$ cat config.mk
export PLATFORM = sky130hd
export DESIGN_NAME = opt_merge
export DESIGN_NICKNAME = d
export VERILOG_FILES = /design/src/hdl/opt_pkg.sv /design/src/hdl/opt_merge.sv
export SDC_FILE = /design/constraint.sdc
export NUM_CORES = 1
export LEC_CHECK = 0
export CORE_AREA = 5 5 181 183
export DETAILED_ROUTE_END_ITERATION = 10
export DIE_AREA = 0 0 186 188
export DONT_BUFFER_PORTS = 1
export GPL_TIMING_DRIVEN = 0
export PLACE_DENSITY = 0.53
export SYNTH_ARGS = -nofsm -noshare
export SYNTH_HDL_FRONTEND = slang
export SYNTH_SLANG_ARGS = --single-unit
$ cat constraint.sdc
create_clock -name vclk -period 5.8
set_input_delay 0.58 -clock vclk [all_inputs]
set_output_delay 0.58 -clock vclk [all_outputs]
set_load 0.005 [all_outputs]
$ cat src/hdl/opt_pkg.sv
// Shared types and constants for the online perceptron trainer.
package opt_pkg;

  // Fixed widths of the stream fields.
  localparam int unsigned MAX_FEATURES     = 9;
  localparam int unsigned RAW_FEATURE_BITS = 8;
  localparam int unsigned LR_BITS          = 16;
  localparam int unsigned DELTA_BITS       = LR_BITS + 1;
  localparam int unsigned NET_BITS         = 48;
  localparam int unsigned OP_BITS          = 2;
  localparam int unsigned IN_DATA_BITS     =
    ((1 + MAX_FEATURES * RAW_FEATURE_BITS + 7) / 8) * 8;

  // Reset values.
  localparam logic [LR_BITS-1:0] LR_RESET = 16'd655;
  localparam int unsigned        ONE_Q16  = 65536;

  // Defaults for the top-level parameters.
  localparam int unsigned NUM_FEATURES_DEF = 9;
  localparam int unsigned FEATURE_BITS_DEF = 8;
  localparam int unsigned WEIGHT_BITS_DEF  = 32;

  // Operation codes; the unused code acts as predict.
  typedef enum logic [OP_BITS-1:0] {
    OP_PREDICT = 2'd0,
    OP_TRAIN   = 2'd1,
    OP_CLEAR   = 2'd2
  } op_e;

  // Write command from the merge stage to every lane.
  typedef struct packed {
    logic fire;   // a result leaves the merge stage this cycle
    logic train;  // apply the step to the weight
    logic add;    // step direction: 1 adds, 0 subtracts
    logic clear;  // load the clear value
  } opt_commit_t;

endpackage

$ cat src/hdl/opt_merge.sv
// Merge stage: sums the lane products, predicts and decides the update.
module opt_merge import opt_pkg::*; #(
  parameter int unsigned NUM_TERMS = NUM_FEATURES_DEF + 1,
  parameter int unsigned PROD_W    = WEIGHT_BITS_DEF + FEATURE_BITS_DEF + 1
) (
  input  logic signed [PROD_W-1:0]   prod_i [NUM_TERMS],
  input  logic                       fire_i,
  input  op_e                        op_i,
  input  logic                       label_i,
  input  logic                       lr_nonzero_i,
  output logic                       pred_o,
  output logic                       update_o,
  output logic signed [NET_BITS-1:0] net_o,
  output opt_commit_t                commit_o
);

  localparam int unsigned SUM_W = PROD_W + $clog2(NUM_TERMS) + 1;
  localparam int unsigned NPAIR = (NUM_TERMS + 1) / 2;

  logic signed [SUM_W-1:0] pair [NPAIR];
  logic signed [SUM_W-1:0] level [NPAIR];
  logic signed [SUM_W-1:0] sum;

  // First tree level: independent pair sums.
  for (genvar k = 0; k < NPAIR; k++) begin : g_pair
    if (2 * k + 1 < NUM_TERMS) begin : g_two
      assign pair[k] = SUM_W'(prod_i[2*k]) + SUM_W'(prod_i[2*k+1]);
    end else begin : g_one
      assign pair[k] = SUM_W'(prod_i[2*k]);
    end
  end

  // Remaining levels: a pairwise tree over the pair sums.
  always_comb begin
    level = pair;
    for (int unsigned s = 1; s < NPAIR; s = s * 2) begin
      for (int unsigned k = 0; k + s < NPAIR; k = k + 2 * s) begin
        level[k] = level[k] + level[k + s];
      end
    end
    sum = level[0];
  end

  // Net sum limited to the result width; the sign is kept.
  if (SUM_W > NET_BITS) begin : g_clamp
    localparam logic signed [SUM_W-1:0] N_MAX =
      SUM_W'($signed({1'b0, {(NET_BITS-1){1'b1}}}));
    localparam logic signed [SUM_W-1:0] N_MIN =
      SUM_W'($signed({1'b1, {(NET_BITS-1){1'b0}}}));
    always_comb begin
      if (sum > N_MAX) begin
        net_o = N_MAX[NET_BITS-1:0];
      end else if (sum < N_MIN) begin
        net_o = N_MIN[NET_BITS-1:0];
      end else begin
        net_o = sum[NET_BITS-1:0];
      end
    end
  end else begin : g_ext
    assign net_o = NET_BITS'(sum);
  end

  assign pred_o = ~sum[SUM_W-1];

  // Training applies only on a misclassified train word with a nonzero rate.
  always_comb begin
    update_o = 1'b0;
    commit_o = '0;
    case (op_i)
      OP_TRAIN: update_o = (pred_o != label_i) && lr_nonzero_i;
      default:  update_o = 1'b0;
    endcase
    commit_o.fire  = fire_i;
    commit_o.train = fire_i && update_o;
    commit_o.add   = label_i;
    commit_o.clear = fire_i && (op_i == OP_CLEAR);
  end

endmodule

==> run metrics <==
status=complete, but fails checks; violated checks=negative setup slack; most frequent cells in the layout=427 x inv_1, 322 x fa_1, 36 x buf_4; dpl hpwl=~27,000 microns; largest net degree at the start of global routing=10; final core utilization=around two fifths; Core ar.=0.0311 sq mm; num sequential=0; Routed WL per cell=~18 microns; Startpoint Class=input pin; Fin. Hold Viols=0; DRT iter0 DRCs=162; Slew HR=66.7%; Die Y-Extent=188 microns; Synth top area share=between 60% and 70%; crit path time final=6.24 ns; routed wire length=~28,000 microns; Max Cap Viol=0; layout cells sized above 1=approximately 16%; CP Data Arrival Time=5.66 ns; setup slack after layout=-0.440 ns; gr usage total=15.5%; Gate Count Post-Synth=about 1,100; sequential area share after synthesis=0%; Synth cell types=53; DRC=0; metal2 WL=15,900 microns; vias per cell=4.64; initial core utilization=about a third; commonest non-fill, non-tap cell in the layout=inv_1; Avg Inst Size Synth=9.58 sq um; placed cell count=between 1,500 and 2,000; CP max FO=4; kind of critical path=in2out; ant diodes=0; cts hold-fix bufs=0; WP data required=approximately 5.2 ns; DR vias=7,302; Area contributors post-synth=fa_1 61%, inv_1 15%, ha_1 5.6%; total grt overflow=0; M1 WL=9210 microns; Die Wd=between 150 and 200 microns; num rows=65; yosys warns=0; Yosys top cell by area=fa_1; Fmax=160 MHz; Final ANT Viol Nets=0; Filler Cells Inserted=3,139; first-pass GRT wire length=42,700 microns; post-synthesis cell area=0.0108 sq mm; CLK BUF=0; hold_ws=1.20 ns; nets=1,968; RSZ-0062 raised after global routing=yes; Area Overhead vs Synth=16.2%; number of global-route vias before repair=8,426; die area=between 0.03 and 0.04 sq mm; Min-Delay Endpoint=commit_o[0]; syn_nets=1,924; Hold Path Origin=op_i[0]; I/O pins=469; Non-Filler Instances=between 1,500 and 2,000; Setup violations, final=26; Register Area=0 sq um; metal3 WL=~2400 microns; Worst Hold Class=in2out; period utilisation layout=108%; Hold Path Depth=1; Worst Max-Slew Pin Slew=0.498 ns; max-slew violations=0; IO Port Bufs=0; TNS Setup=-5.88 ns; 1st-pass router iterations=4; top routing layer used=met5; Worst Setup End Kind=output pin; placer congestion estimate=between 0.7 and 0.8; antenna violations before repair=2
## cell type report
type | count | area, sq um | share of cell area, %
plain buffers | 15 | 98.8 | 0.786
inverters | 440 | 1660 | 13.2
multi-input cells | 672 | 9940 | 79.0
repair buffers | 44 | 379 | 3.01
well taps | 402 | 503 | 4.00
## critical path, stage by stage
cell,delay [ns]
fa_1,0.54
inv_2,0.04
fa_1,0.54
inv_1,0.05
fa_1,0.48
inv_1,0.05
fa_1,0.44
fa_1,0.51
inv_2,0.06
ha_4,0.21
a211oi_2,0.21
nor2_2,0.09
o31a_1,0.30
a21boi_4,0.26
buf_6,0.13
buf_6,0.10
buf_6,0.10
a31oi_4,0.13
a31oi_4,0.31
o21ai_4,0.14
a21oi_2,0.20
xnor2_2,0.18
## per-layer routing
layer / global-route usage (%) / vias to the layer above
met5: 0 / -
met4: 2.05 / 4
met3: 3.84 / 26
met2: 30.7 / 301
met1: 16.9 / 3667
li1: - / 3304
## synth_stat cells, types with 3 or more instances
master and number:
fa_1 332, a31oi_1 7, and3_1 3, buf_2 3
buf_4 5, o21bai_1 6, ha_1 48, xnor2_1 30
o31a_1 4, o21ai_0 21, xor2_1 10, a21oi_1 42
nand4_1 7, a211oi_1 8, nand3_1 6, nand2_1 31
nor3_1 5, clkbuf_1 8, nor2_1 39, inv_1 440
o21a_1 10, nand2b_1 5, a21o_1 17, o21ai_1 5
## cell families after synthesis
| family | share of synthesized area [%] |
|---|---|
| adders and majority gates | 67.0 |
| buffers and inverters | 16.1 |
| muxes | 0.185 |
| AOI/OAI and AO/OA | 8.84 |
| xor gates and xnor gates | 3.39 |
| and+or+nand+nor | 4.53 |
## repair_timing
action                     4_1_cts  5_1_grt
setup endpoints to repair       32       35
pin swaps                       41       47
setup buffers                   26       22
resized for setup              106       75
## how the worst max path moves through the flow
| stage | start | depth (start not counted) | slack, ns | endpoint |
|---|---|---|---|---|
| 2_1_floorplan | prod_i[125] | 19 | -0.07 | net_o[41] |
| 3_3_place_gp | prod_i[11] | 19 | -0.95 | net_o[38] |
| 3_5_place_dp | prod_i[258] | 18 | -1.0 | update_o |
| 4_1_cts | prod_i[250] | 20 | -0.45 | update_o |
| 5_1_grt | prod_i[331] | 20 | -0.65 | update_o |
| 6_report | prod_i[125] | 22 | -0.44 | net_o[38] |
## metrics by stage
step | area, sq um | setup WS (ns)
global route | 12600 | -0.647
CTS | 12100 | -0.451
finish | 12600 | -0.440
floorplan | 10900 | -0.0674
detailed placement | 11400 | -0.996
global placement | 11400 | -0.948
Power is not shown: default switching activity piles up to over one toggle a cycle in this logic, so the estimate is an artifact.
