--- config.mk ---
export PLATFORM = sky130hd
export DESIGN_NAME = opt_lane
export DESIGN_NICKNAME = d
export VERILOG_FILES = /design/src/hdl/opt_pkg.sv /design/src/hdl/opt_lane.sv
export SDC_FILE = /design/constraint.sdc
export NUM_CORES = 1
export LEC_CHECK = 0
export BUFFER_PORTS_ARGS = -buffer_cell sky130_fd_sc_hd__buf_4
export CAP_MARGIN = 20
export CORE_MARGIN = 2
export CORE_UTILIZATION = 53
export CTS_BUF_LIST = sky130_fd_sc_hd__clkbuf_8
export CTS_CLUSTER_SIZE = 30
export DETAILED_ROUTE_END_ITERATION = 6
export GPL_ROUTABILITY_DRIVEN = 0
export MAX_ROUTING_LAYER = met4
export PLACE_DENSITY = 0.7
export SKIP_CTS_REPAIR_TIMING = 1
export SLEW_MARGIN = 5
export SYNTH_ARGS = -nofsm -noshare
export SYNTH_HDL_FRONTEND = slang
export SYNTH_SLANG_ARGS = --single-unit
--- constraint.sdc ---
create_clock -name clk_i -period 11.9 [get_ports clk_i]
set_input_delay 2.38 -clock clk_i [delete_from_list [all_inputs] [get_ports clk_i]]
set_output_delay 2.38 -clock clk_i [all_outputs]
set_load 0.03 [all_outputs]
--- src/hdl/opt_pkg.sv ---
// Shared types and constants for the online perceptron trainer.
package opt_pkg;

  // Fixed widths of the stream fields.
  localparam int unsigned MAX_FEATURES     = 9;
  localparam int unsigned RAW_FEATURE_BITS = 8;
  localparam int unsigned LR_BITS          = 16;
  localparam int unsigned DELTA_BITS       = LR_BITS + 1;
  localparam int unsigned NET_BITS         = 48;
  localparam int unsigned OP_BITS          = 2;
  localparam int unsigned IN_DATA_BITS     =
    ((1 + MAX_FEATURES * RAW_FEATURE_BITS + 7) / 8) * 8;

  // Reset values.
  localparam logic [LR_BITS-1:0] LR_RESET = 16'd655;
  localparam int unsigned        ONE_Q16  = 65536;

  // Defaults for the top-level parameters.
  localparam int unsigned NUM_FEATURES_DEF = 9;
  localparam int unsigned FEATURE_BITS_DEF = 8;
  localparam int unsigned WEIGHT_BITS_DEF  = 32;

  // Operation codes; the unused code acts as predict.
  typedef enum logic [OP_BITS-1:0] {
    OP_PREDICT = 2'd0,
    OP_TRAIN   = 2'd1,
    OP_CLEAR   = 2'd2
  } op_e;

  // Write command from the merge stage to every lane.
  typedef struct packed {
    logic fire;   // a result leaves the merge stage this cycle
    logic train;  // apply the step to the weight
    logic add;    // step direction: 1 adds, 0 subtracts
    logic clear;  // load the clear value
  } opt_commit_t;

endpackage

--- src/hdl/opt_lane.sv ---
// One weight lane: holds a weight, forms its product and its update.
module opt_lane import opt_pkg::*; #(
  parameter int unsigned FEATURE_BITS = FEATURE_BITS_DEF,
  parameter int unsigned WEIGHT_BITS  = WEIGHT_BITS_DEF,
  parameter logic [WEIGHT_BITS-1:0] CLEAR_VALUE = '0,
  localparam int unsigned PROD_W = WEIGHT_BITS + FEATURE_BITS + 1
) (
  input  logic                     clk_i,
  input  logic                     rst_ni,
  input  logic                     load_i,
  input  logic [FEATURE_BITS-1:0]  feature_i,
  input  logic [DELTA_BITS-1:0]    delta_i,
  input  opt_commit_t              commit_i,
  output logic signed [PROD_W-1:0] product_o
);

  localparam int unsigned STEP_W = FEATURE_BITS + DELTA_BITS;
  localparam int unsigned SUM_W  =
    ((WEIGHT_BITS > STEP_W + 1) ? WEIGHT_BITS : STEP_W + 1) + 1;
  localparam logic signed [SUM_W-1:0] W_MAX =
    SUM_W'($signed({1'b0, {(WEIGHT_BITS-1){1'b1}}}));
  localparam logic signed [SUM_W-1:0] W_MIN =
    SUM_W'($signed({1'b1, {(WEIGHT_BITS-1){1'b0}}}));

  logic signed [WEIGHT_BITS-1:0] weight_q, weight_d;
  logic signed [PROD_W-1:0]      prod_q, prod_d;
  logic [STEP_W-1:0]             step_q, step_d;
  logic signed [SUM_W-1:0]       w_ext, step_ext, sum;

  // Product for the net sum and the update magnitude, formed at accept.
  assign prod_d = $signed(weight_q) * $signed({1'b0, feature_i});
  assign step_d = STEP_W'(feature_i) * STEP_W'(delta_i);

  always_ff @(posedge clk_i) begin
    if (load_i) begin
      prod_q <= prod_d;
      step_q <= step_d;
    end
  end

  // Saturating weight update, or a load of the clear value.
  always_comb begin
    w_ext    = SUM_W'(weight_q);
    step_ext = SUM_W'($signed({1'b0, step_q}));
    sum      = commit_i.add ? (w_ext + step_ext) : (w_ext - step_ext);
    weight_d = weight_q;
    if (commit_i.clear) begin
      weight_d = CLEAR_VALUE;
    end else if (commit_i.train) begin
      if (sum > W_MAX) begin
        weight_d = W_MAX[WEIGHT_BITS-1:0];
      end else if (sum < W_MIN) begin
        weight_d = W_MIN[WEIGHT_BITS-1:0];
      end else begin
        weight_d = sum[WEIGHT_BITS-1:0];
      end
    end
  end

  always_ff @(posedge clk_i or negedge rst_ni) begin
    if (!rst_ni) begin
      weight_q <= CLEAR_VALUE;
    end else if (commit_i.fire) begin
      weight_q <= weight_d;
    end
  end

  assign product_o = prod_q;

  // The weight only moves when a result is committed.
  a_weight_hold: assert property (@(posedge clk_i) disable iff (!rst_ni)
    !commit_i.fire |=> $stable(weight_q))
    else $error("weight changed without a commit");

endmodule

==> results of run 1 <==
[cell usage in the layout (no fill, tap or decap), types with 4 or more instances in the layout]
cell | Yosys | final
and3_1 | 9 | 9
nor3b_1 | 4 | 4
nor4_1 | 9 | 9
nand2b_1 | 13 | 13
edfxtp_1 | 66 | 66
nand4_1 | 7 | 7
o21ai_0 | 43 | 42
o21bai_1 | 12 | 12
nand2_1 | 216 | 216
xor2_1 | 43 | 43
nor3_1 | 11 | 11
nor2b_1 | 7 | 7
o21a_1 | 17 | 17
clkbuf_8 | 0 | 9
a31oi_1 | 11 | 11
o211ai_1 | 7 | 7
nor2_1 | 80 | 80
and2_1 | 229 | 229
ha_1 | 161 | 161
a221o_1 | 32 | 32
nand3_1 | 25 | 25
a211oi_1 | 14 | 14
or2_2 | 4 | 4
xnor2_1 | 60 | 60
buf_4 | 0 | 73
a21oi_1 | 93 | 93
inv_1 | 353 | 353
a31o_2 | 4 | 4
fa_1 | 289 | 289
dfrtp_1 | 32 | 32
a21o_1 | 41 | 41
or3_1 | 6 | 6
[worst max path at each step]
| stage | startpoint | endpoint | slack (ps) |
|---|---|---|---|
| after floorplan | feature_i[2] | product_o[28] | 4420 |
| after global placement | feature_i[2] | product_o[39] | 3750 |
| after detailed placement | feature_i[2] | product_o[39] | 3720 |
| after CTS | feature_i[2] | product_o[39] | 4170 |
| after global routing | feature_i[2] | product_o[39] | 3820 |
| final | feature_i[2] | product_o[39] | 4160 |
[synthesized netlist by cell type, drive strengths merged, types with 5 or more instances]
library cell / count
inv: 353
fa: 289
and2: 229
nand2: 217
ha: 161
a21oi: 95
nor2: 80
clkbuf: 66
edfxtp: 66
xnor2: 61
o21ai: 45
xor2: 43
a21o: 41
a221o: 32
dfrtp: 32
nand3: 26
o21a: 17
a211oi: 15
nor3: 14
nand2b: 13
o21bai: 12
a31oi: 11
buf: 11
nor4: 10
and3: 9
nand4: 7
nor2b: 7
o211ai: 7
or3: 6
a31o: 5
or2: 5
[stage by stage]
stage	setup WS (ps)	cells	utilization, %	area [sq um]	hold slack (ps)
floorplan	4420	2038	-	18700	597
global placement	3750	2489	56.1	19400	682
detailed placement	3720	2489	56.1	19400	680
CTS	4170	2505	56.7	19600	706
global route	3820	2506	56.7	19700	748
finish	4160	2506	56.7	19700	703
[final cells by class]
cell class	instances	share of cell area, %
Antenna cell	1	0.0127
Clock buffer	9	0.630
Clock inverter	7	0.478
Inverter	353	6.74
Multi-Input combinational cell	1510	72.3
Sequential cell	98	14.2
Tap cell	455	2.90
Timing Repair Buffer	73	2.79
[worst max-delay path: stages]
cell and delay, ps:
buf_4 410, nand2_1 150, fa_1 560, inv_1 50, fa_1 490, inv_1 50, fa_1 470, inv_1 50
fa_1 470, ha_1 370, a211oi_1 220, o211ai_1 150, a41o_1 340, a211oi_1 530, o211ai_1 360, a221oi_1 460
o21bai_1 110, a21oi_1 180, xnor2_1 80
[kinds of logic after synthesis]
| family | count (synthesis) |
|---|---|
| adder cells (fa/ha/maj) | 450 |
| flip-flops | 98 |
| multiplexers | 4 |
| AND/OR/NAND/NOR | 637 |
| buffers and inverters | 430 |
| AO/OA/AOI/OAI | 315 |
| XOR/XNOR | 104 |
[metal layers]
metal  vias up  GRT usage, %  wire, um
met4         0          5.53       669
met1      6783          29.0     17200
met5         -             -         0
met2       302          37.5     18600
met3        52          2.47      1400
li1       6560             -         -
[state kept, by name (all words and copies together) (netlist names)]
| name | flops |
|---|---|
| product_o | 41 |
| step_q | 25 |
| weight_q | 32 |
==> flow_summary.yaml, run 1 <==
outcome:
  outcome: "complete, no violations"
hold_path:
  min_to: "weight_q[0]"
  min_path_type: "flop to flop"
  min-delay-start: "step_q[0]"
  hold_depth: 2
sta:
  setup_violations: 0
  slew_violations: 0
  hold_viol_final: 0
  setup_tns_ps: 0
  worst_pin_slew_ps: 1080
  grt_setup_unrepaired: "no"
  finalCriticalPeriod_ps: 7740
  fmax_mhz: 129
  relSlewSlack_pct: 27.7
  period_share_pct: 65.0
  clock_skew_ps: 16.3
logic_synthesis:
  synth_edf_count: 66
  synth_top_family_by_area: "adder cells"
  synth_area_sq_um: 18700
  synth-simple-area-share_pct: 17.4
  synthTopCellsByArea: "fa_1 (31%), ha_1 (11%), edfxtp_1 (11%), and2_1 (7.7%), inv_1 (7.1%)"
  seq_area_frac_synth_pct: 14.9
  synthCells: 2038
  synth_compound_area_share_pct: 11.7
  synth_seq_cells: 98
  synth_xor_area_share_pct: 4.92
  synth_cell_types: 79
  syn_avg_cell_area_sq_um: 9.15
  ys_async_sr_fraction_pct: 32.7
  synth_flop_cell: "edfxtp_1"
  synth_fa_ha_area_share_pct: 41.8
  synthMuxAreaShare_pct: 0.221
  syn-num-nets: 2520
  yosys_warnings: 0
  yosysTopAreaCellShare_pct: 31.0
  yosysTopAreaCell: "fa_1"
cts:
  clock-root-buffer: "clkbuf_8"
  clk_pin_slew_ps: 110
  clk-insertion-delay-late_ps: 410
  cts-htree-levels: 3
  cts_num_sinks: 98
  cts_tree: "yes"
  cts_buffers: 9
  clk_path_buf_depth: 2
worst_setup_path:
  end_kind: "flop"
  path_max_fanout: 49
  r2r_setup_slack_ps: 6010
  arrival_ps: 7920
  required_ps: 12080
  r2r_start: "weight_q[5]"
  crit_type: "input pin to flop"
  crit_path_start_kind: "input pin"
  reg2reg_depth: 17
  r2r_end: "product_o[39]"
cells_and_area:
  final_net_count: 2527
  drive_gt1_share_pct: 5.76
  final.fill_count: 3137
  multi_input_area_sq_um: 14200
  area_delta_synth_final_pct: 5.36
  regArea_sq_um: 2780
detailed_routing:
  remaining_drc_errors: 0
  detail-route-antenna-nets: 0
  wl_per_cell_um: 15.1
  drt-initial-drc-count: 694
  viasPerCell: 5.47
  wl_um: 37900
  vias: 13700
  first_pass_iters: 5
die:
  io_pins: 73
  dieArea_sq_um: 36700
  initial_core_util_pct: 53.9
  fp.dieH_um: 192
  die_w_um: 192
  core_sq_um: 34600
  rows: 68
global_routing:
  grt_pass1_vias: 13900
  grt_pass1_wl_um: 64900
  grt-ovfl-total: 0
  grt_max_degree: 67
  grtUsageTotal_pct: 22.3
  antenna_found_initial: 1
place:
  hpwl_um: 30600
  portBuffers: 72
run:
  drv_cap: 0
Power of run 1 is left out: the tool's default activity adds up to more than one toggle a clock period on the data nets, which glitch-free logic cannot reach.
==> run 2: changes to the inputs <==
Settings changed: ABC_AREA set to 1, PLACE_DENSITY 0.7 to 0.73.
Clock period 11.9 ns to 6.6 ns, I/O delays scaled along.
==> run 2 against run 1 <==
  * Die area increased by 9.4%
  * Largest cell class unchanged
  * Routed wire length increased by 36%
  * Clock skew increased by 3.3 ps
  * First-iteration DRC count increased by 90%
  * Via count increased by 26%
==> flow_summary.yaml, run 2 <==
outcome:
  outcome: "complete, no violations"
detailed_routing:
  drt-initial-drc-count: 1321
  viasPerCell: 5.23
  wl_um: 51500
  vias: 17200
  remaining_drc_errors: 0
  detail-route-antenna-nets: 0
  first_pass_iters: 6
  wl_per_cell_um: 15.7
cells_and_area:
  largest_register_ffs: 41
  fin_cells: 3290
  final_area_sq_um: 21500
  area_delta_synth_final_pct: 4.95
  layout_commonest_cell: "nand2_1"
  drive_gt1_share_pct: 6.37
  fin_util_pct: 56.7
  final_net_count: 3255
  mostFrequentLayoutCells: "nand2_1 (778), inv_1 (727), fa_1 (289)"
worst_setup_path:
  crit_path_end: "product_o[36]"
  r2r_start: "weight_q[9]"
  r2r_end: "product_o[36]"
  end_kind: "flop"
  r2r_setup_slack_ps: 1220
  cp-startpoint: "feature_i[2]"
  arrival_ps: 6370
  crit_type: "input pin to flop"
  required_ps: 6770
  reg2reg_depth: 19
  crit_path_start_kind: "input pin"
  path_max_fanout: 49
logic_synthesis:
  synth_fa_ha_area_share_pct: 38.2
  synth_cell_types: 49
  ys_async_sr_fraction_pct: 32.7
  synth_seq_cells: 98
  synth_area_sq_um: 20400
  synth_top_family_by_area: "adder cells"
  synth_edf_count: 66
  synthMuxAreaShare_pct: 0
  synthCells: 2785
  synthTopCellsByCount: "nand2_1 (778), inv_1 (727), fa_1 (289), ha_1 (161), nor2_1 (125)"
  yosys_warnings: 0
  yosysMostFrequentCell: "nand2_1"
  synth_xor_area_share_pct: 4.07
  synthTopCellsByArea: "fa_1 (28%), nand2_1 (14%), inv_1 (13%), ha_1 (9.9%), edfxtp_1 (9.7%)"
  syn-num-nets: 3267
  syn_avg_cell_area_sq_um: 7.34
  synth_compound_area_share_pct: 5.80
  synth_flop_cell: "edfxtp_1"
  seq_area_frac_synth_pct: 13.6
  yosysTopAreaCellShare_pct: 28.3
  yosysTopAreaCell: "fa_1"
  synth-simple-area-share_pct: 22.7
global_routing:
  grtUsageTotal_pct: 27.5
  top_usage_layer: "met2"
  met1_usage_pct: 34.0
  grt_pass1_vias: 17600
  grt_pass1_wl_um: 86900
  grt_max_degree: 67
  antenna_found_initial: 1
  grt-ovfl-total: 0
  met3_usage_pct: 2.83
  grt_util_met2_pct: 46.8
cts:
  clock-root-buffer: "clkbuf_8"
  cts-htree-levels: 3
  clk_pin_slew_ps: 120
  cts_tree: "yes"
  cts_num_sinks: 98
  clk-insertion-delay-late_ps: 420
  clk_path_buf_depth: 2
  cts_buffers: 9
place:
  place_area_sq_um: 21200
  placed_cells: 3273
  portBuffers: 72
  hpwl_um: 41800
hold_path:
  hold_depth: 5
  min_path_type: "flop to flop"
sta:
  setup_tns_ps: 0
  grt_setup_unrepaired: "no"
  worst_pin_slew_ps: 870
  slew_violations: 0
  setup_violations: 0
  finalCriticalPeriod_ps: 6200
  fmax_mhz: 161
  hold_viol_final: 0
  relSlewSlack_pct: 42.0
  period_share_pct: 93.9
  clock_skew_ps: 19.6
die:
  core_sq_um: 37800
  fp.dieH_um: 200
  dieArea_sq_um: 40200
  initial_core_util_pct: 54.0
  rows: 71
  io_pins: 73
  die_w_um: 200
run:
  drv_cap: 0
[run 2: cell count changes after synthesis, sizes merged, moves of 21 or more]
cell    previous run  this run
a21o              41        12
a221o             32         0
and2             229         2
clkbuf            66        87
inv              353       736
nand2            217       802
nand3             26       121
nor2              80       131
xnor2             61        19
xor2              43        76
[run 2: worst min path at each step]
stage / from / endpoint
after floorplan: weight_q[31] / weight_q[31]
after global placement: step_q[0] / weight_q[0]
after detailed placement: step_q[0] / weight_q[0]
after CTS: step_q[0] / weight_q[0]
after global routing: weight_q[14] / weight_q[14]
final: step_q[0] / weight_q[0]
[run 2: per-layer routing]
| metal | share of wire (%) | up-vias | wire length, um |
|---|---|---|---|
| li1 | - | 8183 | - |
| met1 | 41 | 8294 | 21100 |
| met2 | 49 | 607 | 25300 |
| met3 | 6.3 | 107 | 3240 |
| met4 | 3.7 | 0 | 1890 |
| met5 | 0 | - | 0 |
[run 2: cells by family after synthesis]
family                     Yosys count
and+or+nand+nor                   1099
buffers and inverters              837
adders and majority gates          450
AOI/OAI and AO/OA                  206
DFF                                 98
xor gates and xnor gates            95
[run 2: area by class of cell]
cell class,count,area (sq um)
Timing Repair Buffer,78,586
Sequential cell,98,2780
Multi-Input combinational cell,1850,14500
Tap cell,511,639
Clock buffer,10,138
Fill cell,3613,16400
Inverter,736,2760
Antenna cell,1,2.50
Clock inverter,6,78.8
[run 2: through the flow]
stage               setup WS, ps  hold slack (ps)
floorplan                   1010              574
global placement             136              704
detailed placement          68.5              736
CTS                          526              750
global route                 182              806
finish                       400              760
[run 2: worst max-delay path, cell delays in order]
cell     delay (ps)
buf_4           500
nand2_1         170
fa_1            560
inv_1            50
fa_1            510
inv_1            50
fa_1            480
inv_1            60
fa_1            490
ha_1            370
a21oi_1         200
o21ai_0         220
a21oi_1         490
o21ai_1         290
nand2_1         120
nand2_1         100
nand3_1         150
nand2_1          70
nand2_1          60
nand2_1          60
Power of run 2 is left out for the same reason.
==> run 3: changes to the inputs <==
Settings changed: MAX_ROUTING_LAYER met4 to not set.
==> run 3 against run 2 <==
  * Worst hold slack improved by 9.0 ps
  * Flip-flop and latch count stayed put
  * Via count is 0.12% lower
  * Critical path depth stayed put
  * First-iteration DRC count decreased by 10%
  * Register-to-register slack improved by 20 ps
  * Non-clock buffer count unchanged
  * Clock-buffer cell count is the same
  * Highest routed layer unchanged
==> flow_summary.yaml, run 3 (same netlist as run 2, synthesis figures left out) <==
cts:
  cts_buffers: 9
  cts-htree-levels: 3
  cts_num_sinks: 98
  clock-root-buffer: "clkbuf_8"
  cts_tree: "yes"
  clk-insertion-delay-late_ps: 420
  clk_pin_slew_ps: 120
  clk_path_buf_depth: 2
worst_setup_path:
  reg2reg_depth: 19
  r2r_end: "product_o[36]"
  path_max_fanout: 49
  r2r_setup_slack_ps: 1240
  end_kind: "flop"
  crit_type: "input pin to flop"
  required_ps: 6770
  cp-startpoint: "feature_i[2]"
  arrival_ps: 6360
  r2r_start: "weight_q[9]"
  crit_path_start_kind: "input pin"
die:
  die_w_um: 200
  fp.dieH_um: 200
  initial_core_util_pct: 54.0
  core_sq_um: 37800
  rows: 71
  dieArea_sq_um: 40200
  io_pins: 73
outcome:
  outcome: "complete, no violations"
detailed_routing:
  viasPerCell: 5.22
  first_pass_iters: 6
  wl_um: 51500
  detail-route-antenna-nets: 0
  drt-initial-drc-count: 1186
  remaining_drc_errors: 0
  wl_per_cell_um: 15.7
  vias: 17200
cells_and_area:
  final_area_sq_um: 21500
  final.fill_count: 3614
  drive_gt1_share_pct: 6.37
  final_net_count: 3255
  largest_register_ffs: 41
  layout_commonest_cell: "nand2_1"
  area_delta_synth_final_pct: 4.95
  mostFrequentLayoutCells: "nand2_1 (778), inv_1 (727), fa_1 (289)"
sta:
  whs_ps: 769
  relSlewSlack_pct: 41.6
  grt_setup_unrepaired: "no"
  clock_skew_ps: 18.4
  hold_viol_final: 0
  slew_violations: 0
  worst_pin_slew_ps: 876
  setup_ws_ps: 407
  setup_tns_ps: 0
  setup_violations: 0
  finalCriticalPeriod_ps: 6190
  period_share_pct: 93.8
  fmax_mhz: 161
place:
  place_area_sq_um: 21200
  dp_slack_ps: 68.5
  portBuffers: 72
  hpwl_um: 41800
hold_path:
  min_to: "weight_q[0]"
  min-delay-start: "step_q[0]"
  min_path_type: "flop to flop"
  hold_depth: 5
global_routing:
  grtUsageTotal_pct: 26.7
  grt_pass1_vias: 17600
  grt_max_degree: 67
  grt_pass1_wl_um: 86800
  antenna_found_initial: 1
  grt-ovfl-total: 0
run:
  drv_cap: 0
==> run 3: cell counts in the layout (fill, tap and decap cells not counted) <==
Identical to the previous run, type by type.
==> run 3: how the worst max path moves through the flow <==
stage,end,slack (ps)
final,product_o[36],410
after global routing,product_o[36],180
after CTS,product_o[36],530
after detailed placement,product_o[36],70
after global placement,product_o[36],140
after floorplan,product_o[31],1010
==> run 3: layout make-up <==
type                       count  area, sq um  share of cell area [%]
antenna                        1         2.50                  0.0117
clock buffer                  10          138                   0.642
clock inverter                 6         78.8                   0.367
inverter                     736         2760                    12.9
multi-input combinational   1850        14500                    67.4
sequential                    98         2780                    13.0
tap                          511          639                    2.98
timing repair buffer          78          586                    2.73
==> run 3: critical path, stage by stage <==
cell and delay [ps]:
buf_4 500, nand2_1 170, fa_1 560, inv_1 50, fa_1 510, inv_1 50, fa_1 480, inv_1 60
fa_1 490, ha_1 370, a21oi_1 200, o21ai_0 220, a21oi_1 470, o21ai_1 280, nand2_1 130, nand2_1 90
nand3_1 160, nand2_1 80, nand2_1 60, nand2_1 60
==> run 3: per-stage QoR <==
stage	std cells	util, %
4_1_cts	3289	56.7
5_1_grt	3289	56.7
3_5_place_dp	3273	56.1
3_3_place_gp	3273	56.1
2_1_floorplan	2785	-
6_report	3290	56.7
==> run 3: per-layer routing <==
metal | share of wire [%] | track usage, % | routed length, um
met1 | 41 | 33.6 | 21200
met2 | 49 | 46.7 | 25200
met3 | 6.0 | 3.32 | 3070
met4 | 3.9 | 10.6 | 2020
met5 | 0 | 0 | 0
Power of run 3 is left out for the same reason.
